--- src/hdl/cpg_pkg.sv ---
// shared types and constants of the cell pattern generator
package cpg_pkg;

  // pattern mode codes
  typedef enum logic [2:0] {
    MODE_CHECKER  = 3'd0,
    MODE_STRIPES  = 3'd1,
    MODE_SCANLINE = 3'd2,
    MODE_GRID     = 3'd3,
    MODE_HATCH    = 3'd4,
    MODE_DOTS     = 3'd5,
    MODE_NOISE    = 3'd6
  } mode_t;

  // configuration register indexes
  typedef enum logic [2:0] {
    REG_MODE    = 3'd0,
    REG_PERIOD  = 3'd1,
    REG_COLOR_A = 3'd2,
    REG_COLOR_B = 3'd3,
    REG_WEIGHT_A = 3'd4,
    REG_WEIGHT_B = 3'd5,
    REG_STOPS   = 3'd6
  } cfg_idx_t;

  // static settings seen by the noise path
  typedef struct packed {
    logic [7:0] alpha_a;
    logic [7:0] period;
  } nz_cfg_t;

  // pipeline depth of the noise path
  localparam int NZ_LAT = 10;
  // numerator width of the duty division
  localparam int DUTY_BITS = 17;

endpackage

--- src/hdl/cpg_noise.sv ---
// coordinate hash and jittered alpha of the noise pattern
module cpg_noise (
  input  logic             clk,
  input  logic             en,
  input  logic [31:0]      x_i,
  input  logic [31:0]      y_i,
  input  cpg_pkg::nz_cfg_t cfg_i,
  output logic [7:0]       alpha_o
);

  localparam logic [31:0] HASH_X   = 32'h9E3779B9;
  localparam logic [31:0] HASH_Y   = 32'h85EBCA6B;
  localparam logic [31:0] HASH_MIX = 32'hC2B2AE35;
  localparam logic [25:0] RECIP    = 26'd43980466;  // ceil(2^42 / 100000)

  logic [31:0] h1_r, h2_r;
  logic [26:0] v1_r;
  logic [21:0] v2_r;
  logic [11:0] v4_r;
  logic signed [20:0] prod_r;
  logic signed [27:0] n_r;
  logic [24:0] v_r;
  logic        neg_r, sat_r, neg2_r, sat2_r;
  logic [50:0] p2_r;
  logic [7:0]  alpha_r;

  logic [31:0] h1_nxt, t2, h2_nxt, t3;
  logic [26:0] v1_nxt;
  logic [21:0] v2_nxt;
  logic [16:0] v3;
  logic [11:0] v4_nxt;
  logic [10:0] k;
  logic signed [11:0] d;
  logic signed [20:0] prod_nxt;
  logic signed [27:0] base, n_nxt, rsum;

  // first hash multiplies
  assign h1_nxt = (x_i * HASH_X) ^ (y_i * HASH_Y);
  // avalanche multiply
  assign t2     = h1_r ^ (h1_r >> 15);
  assign h2_nxt = t2 * HASH_MIX;
  // fold of 2^16 modulo 2001
  assign t3     = h2_r ^ (h2_r >> 13);
  assign v1_nxt = 27'(t3[31:16]) * 27'd1504 + 27'(t3[15:0]);
  // folds of 2^11 modulo 2001
  assign v2_nxt = 22'(v1_r[26:11]) * 22'd47 + 22'(v1_r[10:0]);
  assign v3     = 17'(v2_r[21:11]) * 17'd47 + 17'(v2_r[10:0]);
  assign v4_nxt = 12'(v3[16:11]) * 12'd47 + 12'(v3[10:0]);
  // final reduction and offset times amplitude
  assign k        = (v4_r >= 12'd2001) ? 11'(v4_r - 12'd2001) : v4_r[10:0];
  assign d        = signed'({1'b0, k}) - 12'sd1000;
  assign prod_nxt = 21'(d) * 21'(signed'({1'b0, cfg_i.period}));
  // numerator of the rounded alpha
  assign base  = signed'(28'(cfg_i.alpha_a) * 28'd100000);
  assign n_nxt = base + 28'(prod_r) * 28'sd255;
  assign rsum  = n_r + 28'sd50000;

  always_ff @(posedge clk) begin
    if (en) begin
      h1_r    <= h1_nxt;
      h2_r    <= h2_nxt;
      v1_r    <= v1_nxt;
      v2_r    <= v2_nxt;
      v4_r    <= v4_nxt;
      prod_r  <= prod_nxt;
      n_r     <= n_nxt;
      neg_r   <= n_r[27];
      sat_r   <= !n_r[27] && (rsum >= 28'sd25600000);
      v_r     <= rsum[24:0];
      p2_r    <= 51'(v_r) * 51'(RECIP);
      neg2_r  <= neg_r;
      sat2_r  <= sat_r;
      alpha_r <= neg2_r ? 8'd0 : (sat2_r ? 8'd255 : p2_r[49:42]);
    end
  end

  assign alpha_o = alpha_r;

endmodule

--- config.mk ---
export PLATFORM = sky130hd
export DESIGN_NAME = cpg_noise
export DESIGN_NICKNAME = d
export VERILOG_FILES = /design/src/hdl/cpg_pkg.sv /design/src/hdl/cpg_noise.sv
export SDC_FILE = /design/constraint.sdc
export NUM_CORES = 2
export LEC_CHECK = 0
export ABC_AREA = 1
export BUFFER_PORTS_ARGS = -buffer_cell sky130_fd_sc_hd__buf_2
export CAP_MARGIN = 20
export CORE_MARGIN = 2
export CORE_UTILIZATION = 27
export DETAILED_ROUTE_END_ITERATION = 10
export SETUP_SLACK_MARGIN = 0.4
export SYNTH_ARGS = -nofsm -noshare
export SYNTH_HDL_FRONTEND = slang
export SYNTH_SLANG_ARGS = --single-unit
--- constraint.sdc ---
create_clock -name clk -period 12.7 [get_ports clk]
set_input_delay 0.635 -clock clk [delete_from_list [all_inputs] [get_ports clk]]
set_output_delay 0.635 -clock clk [all_outputs]
set_load 0.005 [all_outputs]
* After elaboration in Yosys (flattened, before gate mapping)
Cells that the tools add are included.
Word-level totals: bits in registers 260, input bits 82, output and inout bits 8, word-level logic and storage cells 42
Cells by class: add/subtract/negate cells 8, multiply operators 11, $lt $le $gt $ge 2, mux-type cells 2, bitwise operators 3, reductions and logical operators 2
Operators by type and width (number):
- multiplier 32 x 32 -> 32 bit, second input constant | 2
- multiplier 25 x 25 -> 49 bit, second input constant | 1
- multiplier 16 x 6 -> 22 bit, second input constant | 2
- multiplier 32 x 31 -> 32 bit, second input constant | 1
- XOR 32 x 17 -> 32 bit | 1
- XOR 32 x 19 -> 32 bit | 1
- XOR 32 bit | 1
- adder 26 x 28 -> 28 bit | 1
- adder 28 x 17 -> 28 bit, second input constant | 1
- greater-or-equal comparator 28 x 26 -> 1 bit, second input constant | 1
- multiplier 21 x 9 -> 28 bit, second input constant | 1
- adder 27 x 16 -> 27 bit | 1
- adder 22 x 11 -> 22 bit | 1
- multiplier 12 x 9 -> 21 bit | 1
- multiplier 8 x 12 -> 20 bit, second input constant | 1
- adder 17 x 11 -> 17 bit | 1
- multiplier 11 x 6 -> 17 bit, second input constant | 1
- adder 12 x 11 -> 12 bit | 1
- greater-or-equal comparator 12 x 11 -> 1 bit, second input constant | 1
- multiplier 6 x 6 -> 12 bit, second input constant | 1
- subtractor 11 x 10 -> 12 bit, second input constant | 1
- two-way mux 11 bit | 1
- subtractor 11 bit, second input constant | 1
- two-way mux 8 bit | 1
- 2 further kinds | 2

* Logic depth before layout (Yosys ltp)
word-level depth 4, depth in mapped cells 37, depth with buffers taken out 37

* Worst setup path after synthesis
OpenSTA, ideal clock, no wires.
path kind register -> register, start register v2_r[15], end register v4_r[8] (data pin), arrival time 6.884 ns, required time 12.435 ns, slack 5.551 ns, cell stages (with the launch flop) 35, buffers on the path 0, period minus slack after synthesis 7.149 ns, path through edfxtp_1 -> fa_1 -> inv_1 -> fa_1 -> inv_1 -> fa_1 -> inv_1 -> fa_1 -> inv_1 -> ha_1 -> nand2_1 -> nor3_1 -> nand2_1 -> o211ai_1 -> a21oi_1 -> o21ai_0 -> nand3_1 -> nand2_1 -> xor2_1 -> fa_1 -> ha_1 -> ha_1 -> inv_1 -> fa_1 -> inv_1 -> ha_1 -> a21oi_1 -> nand2_1 -> nand2_1 -> nand2_1 -> a21oi_1 -> inv_1 -> a21oi_1 -> o21ai_0 -> xor2_1
Between the ends: longest elaborated chain between the ends 4
RTL lines:
- start: declaration | line cpg_noise.sv:18 | logic [21:0] v2_r;
- start signal: assignment | line cpg_noise.sv:63 | v2_r <= v2_nxt;
- multiplier 11 x 6 -> 17 bit (*) | line cpg_noise.sv:47 | assign v3 = 17'(v2_r[21:11]) * 17'd47 + 17'(v2_r[10:0]);
- adder 17 x 11 -> 17 bit (*) | line cpg_noise.sv:47
- multiplier 6 x 6 -> 12 bit | line cpg_noise.sv:48 | assign v4_nxt = 12'(v3[16:11]) * 12'd47 + 12'(v3[10:0]);
- adder 12 x 11 -> 12 bit (*) | line cpg_noise.sv:48
- via v4_nxt[8] | line cpg_noise.sv:31 | logic [11:0] v4_nxt;
- end signal: assignment | line cpg_noise.sv:64 | v4_r <= v4_nxt;
- end: declaration | line cpg_noise.sv:19 | logic [11:0] v4_r;
Mark *: on every way through the listed nets, which the timed path passes. The rest lies on a longest branch. A chain may end at the register's enable or synchronous reset.

* Worst setup path after layout
Same ends and word-level chain as after synthesis.

==> results.md <==
* Critical Path Sink: v4_r[8]
* Placeable Area at 248200 µm²
* Storage cell area at 6576 µm²
* Initial Util at 27.09%
* Deepest clock path buffer count at 3
* Crit path largest cell delay at 0.57 ns
* #FFs+latches synth at 219
* Worst-path fanout max at 5
* Syn Inst Count at 7325
* Drt first pass iters at 5
* DR WL met2 at 74950 µm
* Fin crit share at 59.94%
* Post_cts resized at 0
* Vias in the first global route at 48046
* Slew HR at 33.56%
* Data arrival, critical path at 7.95 ns
* IO Pins at 90
* WP data required at 13.04 ns
* Post-synth cell types at 49
* Max-Cap Viols at 0
* Reg2reg end: v4_r[8]
* Startpoint type of the worst setup path: flip-flop
* Standard-cell rows at 183
* Min Tclk post-route at 7.613 ns
* Antenna violations before repair at 8
* Largest net degree at the start of global routing at 89
* CP startpoint: v2_r[15]
* Yosys warns at 0
* Die Area at 253000 µm²
* Hold buffer count at cts at 0
* Simple-gate share of the synthesized area at 9.008%
* EDFF count, synth at 219
* Ys async rst share at 0%
* NumNets Final at 9962
* Adder-Cell Fraction of Synth Area at 59.13%
* Compound-Gate Fraction of Synth Area at 4.451%
* CTS buffer count at 29
* Routed length per instance at 14.49 µm
* Pins over their slew limit at 0
* Flop2flop setup slack at 5.09 ns
* Number of port buffers at 89
* Met3 wire len at 5838 µm
* Synth Flop Type: edfxtp_1
* Final setup fails at 0
* Post-DRT Antenna Nets at 0
* Initial drt markers at 2124
* Skew-Pair Late Insertion Delay at 0.59 ns
* Mux cell area share after synthesis at 0%
* # fillers at 26408
* Hold violation count in the final report at 0
* CTS Sinks at 219
* FMAX at 131.4 MHz
* Hold slack at 0.4073 ns
* Setup TNS at 0 ns
* Reg-to-reg startpoint: v2_r[15]
* Critical Path Most Common Cell: inv_1
* WL final at 156300 µm
* M1 WL at 72850 µm
* Run status: completed
* Clock root cell: clkbuf_16
* Placed Area at 71850 µm²
* Design area at 72770 µm²
* Grt ovf at 0
* Main combinational cell family by area after synthesis: adder cells
* Vias at 45572
* Final Skew at 0.02065 ns
* Die Ht at 503.0 µm
* DRC violations left at 0
* Area delta synth->final at 8.221%
* Placer Congestion at 0.9111
* Multi-input logic area at 51890 µm²
* Sequential share of the synthesized area at 9.781%
* Synth Cell Area at 67240 µm²
* Syn Nets at 9847
* Number of diodes at 0
* CP endpoint kind: flip-flop
* Die W at 503.0 µm
* H-Tree Depth at 1
* DPL Wire Length at 142100 µm
* CTS tree: built
* Reg clk slew, reported paths at 0.06 ns
* Synth Area in XOR/XNOR at 4.593%
* RSZ-0062 raised after global routing: no
* GRT Overall Usage at 12.73%
* Reg2reg path depth at 34
* Tightest Pin Transition at 0.9933 ns
* Crit path kind: reg -> reg
* Mapped Avg Cell Area at 9.179 µm²
* Vias per std cell at 4.223
* Hold Crit Class: reg -> reg
* Share of layout cells above drive strength 1 at 2.439%
* First-pass GRT wire length at 258100 µm
* Crit path max-delay cell type: fa_1
* Postcts setup bufs at 0
* Top sig layer: met5
## synthesized netlist by cell type, types with 4 or more instances
| cell type | instances | area share [%] |
|---|---|---|
| o2111ai_1 | 5 | 0.065 |
| nand4_1 | 46 | 0.43 |
| o21a_1 | 7 | 0.078 |
| nand3_1 | 185 | 1.4 |
| nand2_1 | 808 | 4.5 |
| nor2_2 | 4 | 0.037 |
| fa_1 | 1229 | 37 |
| inv_1 | 2315 | 13 |
| or2_2 | 7 | 0.065 |
| o21bai_1 | 15 | 0.17 |
| a211oi_1 | 7 | 0.078 |
| o21ai_0 | 129 | 0.96 |
| a21oi_1 | 277 | 2.1 |
| nor3_1 | 49 | 0.36 |
| nand2_2 | 9 | 0.084 |
| xnor2_1 | 124 | 1.6 |
| clkbuf_1 | 9 | 0.050 |
| o221ai_1 | 4 | 0.052 |
| inv_2 | 6 | 0.033 |
| a31oi_1 | 13 | 0.12 |
| o211ai_1 | 6 | 0.067 |
| xor2_1 | 223 | 2.9 |
| nor4_1 | 14 | 0.13 |
| a21o_1 | 30 | 0.33 |
| ha_1 | 1211 | 23 |
| a21boi_0 | 8 | 0.089 |
| edfxtp_1 | 219 | 9.8 |
| nand3b_1 | 19 | 0.21 |
| o31ai_1 | 16 | 0.18 |
| and2_1 | 4 | 0.037 |
| nor2_1 | 301 | 1.7 |
## layout make-up
cell class,count,area share [%]
clock buffers,33,1.018
clock inverters,19,0.2424
inverters,2321,11.97
multi-input cells,4774,71.32
flip-flops and latches,219,9.038
well taps,3330,5.726
repair buffers,95,0.6878
## worst max-delay path: cells and delay by family, from the launching register on
| family | cells | cell delay (ns) |
|---|---|---|
| XOR/XNOR | 2 | 0.43 |
| adder cells (fa/ha/maj) | 10 | 4.21 |
| buffers and inverters | 7 | 0.34 |
| AND/OR/NAND/NOR | 8 | 0.76 |
| AO/OA/AOI/OAI | 7 | 1.14 |
| flip-flops | 1 | 0.50 |
## per-layer routing
metal / vias up / GRT usage (%)
li1: 22463 / -
met1: 22252 / 17.73
met2: 714 / 21.87
met3: 133 / 1.031
met4: 10 / 1.899
met5: - / 0
## cell usage in the layout (no fill, tap or decap), types with 5 or more instances in the layout
cell type and count:
a31oi_1 13, inv_1 2315, inv_2 6, o21a_1 7
nand3b_1 19, nor4_1 14, nand3_1 185, nand4_1 46
buf_4 6, a21boi_0 8, ha_1 1211, nor2_1 301
xor2_1 223, xnor2_1 124, o211ai_1 6, nand2_1 808
buf_2 88, nor3_1 49, a21o_1 30, a21oi_1 277
fa_1 1229, clkbuf_16 29, o2111ai_1 5, edfxtp_1 219
o31ai_1 16, or2_2 7, nand2_2 9, a211oi_1 7
o21bai_1 15, clkinv_2 5, o21ai_0 129
## through the flow
| step | cells | setup WS [ns] | utilization (%) |
|---|---|---|---|
| after floorplan | 7325 | 5.551 | - |
| after global placement | 10739 | 4.981 | 28.95 |
| after detailed placement | 10739 | 5.047 | 28.95 |
| after CTS | 10791 | 5.043 | 29.32 |
| after global routing | 10791 | 4.499 | 29.32 |
| final | 10791 | 5.087 | 29.32 |
## logic make-up after synthesis
| kind of cell | after synthesis |
|---|---|
| simple gates | 1452 |
| flops | 219 |
| xor+xnor | 350 |
| fa+ha+maj | 2440 |
| compound gates | 532 |
| buf+inv | 2332 |
## flip-flops by register name, summed over array words and instances, names as in the netlist, 12 cells and up
name and flops:
h1_r 32, h2_r 32, prod_r 21, n_r 28
v1_r 27, v4_r 12, v2_r 22, v_r 25
## worst min path at each step
| stage | startpoint | end | slack, ns | cells past startpoint |
|---|---|---|---|---|
| floorplan | neg_r | neg2_r | 0.40 | 0 |
| global placement | n_r[1] | v_r[1] | 0.40 | 0 |
| detailed placement | n_r[3] | v_r[3] | 0.41 | 0 |
| CTS | n_r[3] | v_r[3] | 0.40 | 0 |
| global route | n_r[2] | v_r[2] | 0.42 | 0 |
| finish | n_r[3] | v_r[3] | 0.41 | 0 |
Power is left out: the tool's default activity adds up to more than one toggle a clock period on the data nets, which glitch-free logic cannot reach.
