[src/hdl/cpg_div.sv]
// pipelined restoring divider, one quotient bit per stage
module cpg_div #(
  parameter int NUM_BITS = 17,
  parameter int DEN_BITS = 8,
  parameter int TAG_BITS = 1
) (
  input  logic                clk,
  input  logic                rst_n,
  input  logic                en,
  input  logic [NUM_BITS-1:0] num_i,
  input  logic [DEN_BITS-1:0] den_i,
  input  logic [TAG_BITS-1:0] tag_i,
  output logic [NUM_BITS-1:0] quo_o,
  output logic [DEN_BITS-1:0] rem_o,
  output logic [TAG_BITS-1:0] tag_o
);

  logic [DEN_BITS-1:0] rem_r [NUM_BITS];
  logic [NUM_BITS-1:0] nq_r  [NUM_BITS];
  logic [DEN_BITS-1:0] den_r [NUM_BITS];
  logic [TAG_BITS-1:0] tag_r [NUM_BITS];

  for (genvar s = 0; s < NUM_BITS; s++) begin : stage_g
    logic [DEN_BITS-1:0] rem_p;
    logic [NUM_BITS-1:0] nq_p;
    logic [DEN_BITS-1:0] den_p;
    logic [TAG_BITS-1:0] tag_p;
    logic [DEN_BITS:0]   trial;
    logic [DEN_BITS:0]   diff;
    logic                ge;

    // previous stage or the input beat
    if (s == 0) begin : first_g
      assign rem_p = '0;
      assign nq_p  = num_i;
      assign den_p = den_i;
      assign tag_p = tag_i;
    end else begin : next_g
      assign rem_p = rem_r[s-1];
      assign nq_p  = nq_r[s-1];
      assign den_p = den_r[s-1];
      assign tag_p = tag_r[s-1];
    end

    // trial subtract of one numerator bit
    assign trial = {rem_p, nq_p[NUM_BITS-1]};
    assign diff  = trial - {1'b0, den_p};
    assign ge    = (trial >= {1'b0, den_p});

    always_ff @(posedge clk) begin
      if (en) begin
        rem_r[s] <= ge ? diff[DEN_BITS-1:0] : trial[DEN_BITS-1:0];
        nq_r[s]  <= {nq_p[NUM_BITS-2:0], ge};
        den_r[s] <= den_p;
      end
    end

    // tag carries valid bits, so it is cleared on reset
    always_ff @(posedge clk) begin
      if (!rst_n) begin
        tag_r[s] <= '0;
      end else if (en) begin
        tag_r[s] <= tag_p;
      end
    end
  end

  assign quo_o = nq_r[NUM_BITS-1];
  assign rem_o = rem_r[NUM_BITS-1];
  assign tag_o = tag_r[NUM_BITS-1];

endmodule

[config.mk]
export PLATFORM = sky130hd
export DESIGN_NAME = cpg_div
export DESIGN_NICKNAME = d
export VERILOG_FILES = /design/src/hdl/cpg_div.sv
export SDC_FILE = /design/constraint.sdc
export NUM_CORES = 1
export LEC_CHECK = 0
export ABC_AREA = 1
export BUFFER_PORTS_ARGS = -buffer_cell sky130_fd_sc_hd__buf_2
export CAP_MARGIN = 20
export CORE_UTILIZATION = 25
export CTS_CLUSTER_SIZE = 8
export DETAILED_ROUTE_END_ITERATION = 6
export PLACE_DENSITY_LB_ADDON = 0.15
export SETUP_SLACK_MARGIN = 0.02
export SLEW_MARGIN = 15
export SYNTH_ARGS = -nofsm -noshare
export SYNTH_HDL_FRONTEND = slang
export SYNTH_SLANG_ARGS = --single-unit
[constraint.sdc]
create_clock -name clk -period 4.91 [get_ports clk]
set_input_delay 0.982 -clock clk [delete_from_list [all_inputs] [get_ports clk]]
set_output_delay 0.982 -clock clk [all_outputs]
set_load 0.01 [all_outputs]
Word-level counts from Yosys, hierarchy flattened
Memory sizes are Yosys's and may differ from the RTL's.
Index checks and enable logic that the tools add are counted.
- mux-type cells: 39
- bitwise logic cells: 17
- order comparisons: 17
- $add $sub $neg: 17
- operators with widths (cell ; count):
    >= comparator 9 x 8 -> 1 bit ; 16
    2-to-1 mux 8 bit ; 17
    subtractor 8 bit ; 16
    2-to-1 mux 1 bit ; 22
    OR 1 bit ; 17
    >= comparator 1 x 8 -> 1 bit ; 1
    subtractor 1 x 8 -> 8 bit ; 1
- memories: 4
- output and inout bits: 26
- word-level logic and storage cells: 94
- register bits after elaboration: 0
- RAM bits: 578
- bits of input ports: 29
- memories (memory ; words ; width ; rd ports ; clocked after Yosys merged registers in ; write ports ; RTL line ; source):
    nq_r ; 17 ; 17 ; 17 ; 0 ; 17 ; 19 ; logic [NUM_BITS-1:0] nq_r [NUM_BITS];
    den_r ; 17 ; 8 ; 16 ; 0 ; 17 ; 20 ; logic [DEN_BITS-1:0] den_r [NUM_BITS];
    rem_r ; 17 ; 8 ; 17 ; 0 ; 17 ; 18 ; logic [DEN_BITS-1:0] rem_r [NUM_BITS];
    tag_r ; 17 ; 1 ; 17 ; 0 ; 17 ; 21 ; logic [TAG_BITS-1:0] tag_r [NUM_BITS];

Logic depth before layout (Yosys ltp)
Gate-level depths: netlist (run 1).
- word-level depth: 4
- mapped depth: 11
- depth with buffers taken out: 11

Worst setup path after synthesis (run 1)
OpenSTA, ideal clock, no wires.
- path type: input -> register
- from: input port num_i[16]
- to: memory rem_r[0][0] (data pin)
- data required time: 4.644 ns
- setup time: 0.266 ns
- path buffers: 0
- arrival: 1.840 ns
- slack: 2.804 ns
- stages on the path: 9
- cells stage by stage: inv_1 ha_1 inv_1 ha_1 nand2_1 nand2_1 nand3_1 nand2_1 o21ai_0
- RTL lines (item ; RTL line ; source):
    start, declared ; 10 ; input logic [NUM_BITS-1:0] num_i,
    end, declared ; 18 ;

==> results of run 1 <==
==> path summary, 6_finish.rpt <==
path	slack [ns]	depth (start not counted)	to	start
worst min register to register	0.41	0	nq_r[1][4]	nq_r[0][258]
worst max register to register	2.82	10	rem_r[0][31]	den_r[0][22]
worst max-delay path	2.77	1	quo_o[8]	nq_r[1][8]
worst min-delay path	0.41	0	nq_r[1][4]	nq_r[0][258]
==> cells in the mapped netlist, types with 16 or more instances <==
| master | n | area, um^2 |
|---|---|---|
| ha_1 | 130 | 1630 |
| nand4_1 | 29 | 181 |
| a21oi_1 | 53 | 265 |
| fa_1 | 16 | 320 |
| nand3_1 | 236 | 1180 |
| xnor2_1 | 19 | 166 |
| nand2_1 | 647 | 2430 |
| nand2_2 | 53 | 332 |
| nand2_4 | 25 | 282 |
| nor3_1 | 16 | 80.1 |
| nor2_1 | 106 | 398 |
| inv_1 | 379 | 1420 |
| xor2_1 | 29 | 254 |
| edfxtp_1 | 569 | 17100 |
==> metal layers <==
| metal | up-vias | track usage |
|---|---|---|
| met5 | - | 0 |
| met4 | 0 | 0.0431 |
| met3 | 104 | 0.0213 |
| met2 | 254 | 0.162 |
| met1 | 7464 | 0.124 |
| li1 | 8200 | - |
==> power by group <==
group | switching (mW) | internal [mW] | total, mW
Combinational | 3.29 | 1.89 | 5.18
Clock | 2.06 | 3.11 | 5.17
Sequential | 0.454 | 6.49 | 6.95
==> registers in the layout, indices dropped and copies added (netlist names) <==
signal	count
rem_r	136
tag_r	17
den_r	128
nq_r	289
==> kinds of logic (layout without fill, tap and decap cells) <==
family / after synthesis / in the layout / share of synthesized area
simple gates: 1149 / 1149 / 0.195
flops: 570 / 570 / 0.641
buf+inv: 408 / 563 / 0.0604
fa+ha+maj: 146 / 146 / 0.0730
compound gates: 66 / 66 / 0.0144
xor+xnor: 48 / 48 / 0.0158
==> cell type report <==
class / instances / share of cell area
repair buffers: 61 / 0.0128
clock buffers: 100 / 0.0694
multi-input cells: 1409 / 0.257
clock inverters: 12 / 0.00521
inverters: 390 / 0.0473
well taps: 1391 / 0.0562
flip-flops and latches: 570 / 0.552
==> through the flow <==
stage                     hold WS, ns  total power, mW
after floorplan                 0.400             11.0
after global placement          0.401             12.3
after detailed placement        0.405             12.3
after CTS                       0.410             17.6
after global routing            0.415             18.6
final                           0.410             17.3
==> results.yml, run 1 <==
routing:
  finalWirelength_um: 51900
  m1WireLength_um: 23800
  routed_via_density: 4.07
  top_layer: "met4"
  antenna_left: 0
  vias: 16000
  dr_wl_met3_um: 2110
  drc: 2
  drtPass1Iterations: 7
  wl_met2_um: 24400
  drtIter0Drc: 939
  wl_per_cell_um: 13.2
critical_path:
  critical_path_required_ns: 3.93
  slowest_delay_ns: 0.37
  cp_top_family: "flip-flops"
  crit_slowest_cell: "edfxtp_1"
  criticalPathCategory: "reg2out"
  end_kind: "primary output"
  crit_chain: "buf_2"
  cp.arrival_ns: 1.16
  start_kind: "flop"
  crit_buf_inv: 1
  path_max_fanout: 1
logic_synthesis:
  synth.ff_latch_count: 570
  async_reset_ff_frac: 0
  synth_cell_type_count: 31
  avgSynthCellArea_um2: 11.2
  ys_seq_area_frac: 0.641
  synth_top_flop_cell: "edfxtp_1"
  synth-edff-count: 569
  synth_area_mm2: 0.0267
  netlist_instances: 2387
  syn-num-nets: 2562
  yosysWarnings: 0
clock_tree:
  cts_resized: 0
  cts_sinks: 570
  clk_latency_ns: 0.63
  cts_tree: "yes"
  clk_pin_slew_ns: 0.06
  cts.path.max_buffers: 3
  postCtsSetupRepairBufs: 0
  root_buffer: "clkbuf_16"
  cts_buffers: 83
  htree_levels: 3
  holdBufCountCts: 0
power_and_ir_drop:
  p_leak_nw: 13.4
  ir_drop_mv: 0.245
  power_density_mw_per_mm2: 559
flow_run:
  maxCapViolations: 0
timing:
  setup_slack_ns: 2.77
  post-route-min-period_ns: 2.14
  hold_viol: 0
  relSlewSlack: 0.565
  setup_violations: 0
  clock.fmax_mhz: 467
  fin_skew_ns: 0.0216
  tightest_slew_ns: 0.650
  rsz0062_at_grt: "false"
  setup_tns_ns: 0
  finalCritPeriodShare: 0.436
  maxSlewViolCount: 0
floorplanning:
  core-area_mm2: 0.106
  dieArea_mm2: 0.108
  rows: 119
  start_util: 0.253
  die_y_um: 329
  die_x_um: 329
  ios: 55
outcome:
  status: "complete, but fails checks"
  violations: "design-rule violations"
final_layout:
  areaGrowthSynthToFinish_pct: 16.1
  layout_commonest_cell: "nand2_1"
  final_cell_area_mm2: 0.0310
  utilization: 0.293
  n_fill_cell: 10800
  layout_common_cells: "nand2_1, edfxtp_1, inv_1, nand3_1, ha_1"
  seqCellArea_mm2: 0.0171
  drive_gt1_frac: 0.105
  layout.nets: 2690
  multi_input_area_mm2: 0.00796
  stdcell_count: 3933
  n_antenna_cell: 0
worst_hold_path:
  hold_class: "reg2reg"
global_routing:
  first_global_vias: 16200
  grt-ovfl-total: 0
  grt_use_total: 0.0983
  grt_max_degree: 108
  grt_pass1_wl_um: 85100
  antenna_found_initial: 0
place:
  dp_hpwl_um: 36400
  dp.cells: 3821
  gp_congestion: 0.814
  io_buffers: 54
  place_ws_ns: 2.35
  placed_area_mm2: 0.0287
No activity file was read; power rests on OpenSTA's default activity.
==> run 2: changes to the inputs <==
==> constraint.sdc (replaced) <==
create_clock -name clk -period 2.01 [get_ports clk]
set_input_delay 0.402 -clock clk [delete_from_list [all_inputs] [get_ports clk]]
set_output_delay 0.402 -clock clk [all_outputs]
set_load 0.01 [all_outputs]
==> run 2 against run 1 <==
Compared with the run above: the run still ends with design-rule violations left; clock skew rose by 0.016 ns; cell count rose by 2.5%; combinational power rose to 2.6 times the previous value; critical endpoint is now rem_r[0][96]; largest power group unchanged.
==> results.yml, run 2 (synthesis gave the netlist of run 1 again) <==
clock_tree:
  cts.path.max_buffers: 3
  cts_tree: "yes"
  htree_levels: 3
  root_buffer: "clkbuf_16"
  clk_latency_ns: 0.65
  cts_buffers: 82
  cts_sinks: 570
  clk_pin_slew_ns: 0.05
timing:
  setup_tns_ns: 0
  clock.fmax_mhz: 526
  tightest_slew_ns: 0.587
  fin_skew_ns: 0.0372
  relSlewSlack: 0.605
  setup_violations: 0
  post-route-min-period_ns: 1.90
  finalCritPeriodShare: 0.946
  maxSlewViolCount: 0
  rsz0062_at_grt: "false"
  hold_viol: 0
  setup_slack_ns: 0.109
floorplanning:
  core-area_mm2: 0.106
  ios: 55
  die_y_um: 329
  start_util: 0.253
  dieArea_mm2: 0.108
  die_x_um: 329
  rows: 119
flow_run:
  maxCapViolations: 0
power_and_ir_drop:
  ir_drop_mv: 0.615
  power_density_mw_per_mm2: 1340
  clkPwrFrac: 0.289
  p_sw_mw: 14.5
  combPwrFrac: 0.317
  intPower_mw: 28.7
  p_leak_nw: 13.9
  swShare: 0.335
  seqPwrFrac: 0.394
routing:
  drc: 2
  wl_per_cell_um: 13.5
  routed_via_density: 4.10
  finalWirelength_um: 54400
  antenna_left: 0
  vias: 16500
  drtPass1Iterations: 7
  drtIter0Drc: 859
critical_path:
  cp.arrival_ns: 2.28
  start_kind: "flop"
  crit_chain: "ha_2, nand2_1, nor3_1, nand2_4, buf_12, nand3_1, nand2_1"
  critical_path_required_ns: 2.39
  critPathMostFrequentCell: "nand2_1"
  end_kind: "flop"
  path_max_fanout: 6
  criticalPathCategory: "reg2reg"
  crit_slowest_cell: "edfxtp_1"
  cp_top_family: "simple AND/OR/NAND/NOR gates"
  slowest_delay_ns: 0.42
  crit_buf_inv: 1
global_routing:
  grt_max_degree: 86
  first_global_vias: 17100
  grt_use_total: 0.102
  antenna_found_initial: 0
  grt-ovfl-total: 0
  grt_pass1_wl_um: 88100
place:
  place_ws_ns: 0.0103
  dp.cells: 3880
  io_buffers: 54
  placed_area_mm2: 0.0292
  dp_hpwl_um: 38400
  gp_congestion: 0.808
outcome:
  status: "complete, but fails checks"
  violations: "design-rule violations"
final_layout:
  largest_register_ffs: 289
  seqCellArea_mm2: 0.0171
  areaGrowthSynthToFinish_pct: 21.0
  drive_gt1_frac: 0.152
  multi_input_area_mm2: 0.00839
  n_fill_cell: 10600
  regMostFlops: "nq_r"
  layout_commonest_cell: "nand2_1"
  reg_top3: "nq_r: 289 flops, rem_r: 136 flops, den_r: 128 flops"
  n_antenna_cell: 0
  layout.nets: 2793
  layout_common_cells: "nand2_1, edfxtp_1, inv_1, nand3_1, ha_1"
  stdcell_count: 4032
  final_cell_area_mm2: 0.0323
worst_hold_path:
  hold_class: "in2reg"
==> run 2: cell count changes in the layout (fill, tap and decap cells not counted), moves of 10 or more <==
cell | before | now
ha_4 | 0 | 18
buf_4 | 2 | 62
ha_1 | 130 | 103
nand2_1 | 647 | 637
dlygate4sd3_1 | 0 | 25
nand2_2 | 53 | 68
buf_12 | 5 | 15
==> run 2: per-stage QoR <==
stage                util  hold WS [ns]  power, mW
floorplan               -         0.400       26.8
global placement    0.277         0.401       30.2
detailed placement  0.277         0.405       30.3
CTS                 0.301        0.0210       43.3
global route        0.306        0.0553       46.5
finish              0.306        0.0731       43.2
==> run 2: what timing repair did <==
action | in CTS | in global routing
endpoints found under the hold margin | 25 | 0
buffers inserted | 0 | 12
endpoints found under the setup margin | 6 | 100
pin swaps | 0 | 6
cloned | 0 | 8
resized for setup | 2 | 68
hold buffers | 25 | 0
==> run 2: worst paths after layout <==
| kind | start | end | slack (ns) | cells after the start |
|---|---|---|---|---|
| worst min register to register | nq_r[0][162] | nq_r[0][180] | 0.38 | 0 |
| worst max register to register | rem_r[0][92] | rem_r[0][96] | 0.11 | 7 |
| worst min-delay path | num_i[16] | rem_r[0][0] | 0.07 | 3 |
| worst max-delay path | rem_r[0][92] | rem_r[0][96] | 0.11 | 7 |
==> run 2: per-layer routing <==
layer	up-vias	global-route usage	routed length (um)
li1	8409	-	-
met1	7768	0.124	24400
met2	266	0.172	26300
met3	106	0.0218	2160
met4	0	0.0444	1540
met5	-	0	0
==> run 2: power groups by stage <==
stage / registers (mW) / logic [mW] / clock network [mW]
6_report: 17.0 / 13.7 / 12.5
5_1_grt: 17.2 / 15.7 / 13.5
4_1_cts: 17.0 / 13.2 / 13.1
3_5_place_dp: 17.2 / 13.1 / 0
3_3_place_gp: 17.2 / 13.0 / 0
2_1_floorplan: 16.7 / 10.1 / 0
==> run 2: area by class of cell <==
cell class                 instances  area share
tap                             1391      0.0539
timing repair buffer             157      0.0405
clock buffer                      99      0.0676
sequential                       570       0.530
inverter                         390      0.0454
clock inverter                     8     0.00240
multi-input combinational       1417       0.260
==> run 2: worst reg2reg max path, stage by stage, from the launching register on <==
cell      delay, ns
edfxtp_1       0.42
ha_2           0.40
nand2_1        0.10
nor3_1         0.31
nand2_4        0.13
buf_12         0.15
nand3_1        0.06
nand2_1        0.07
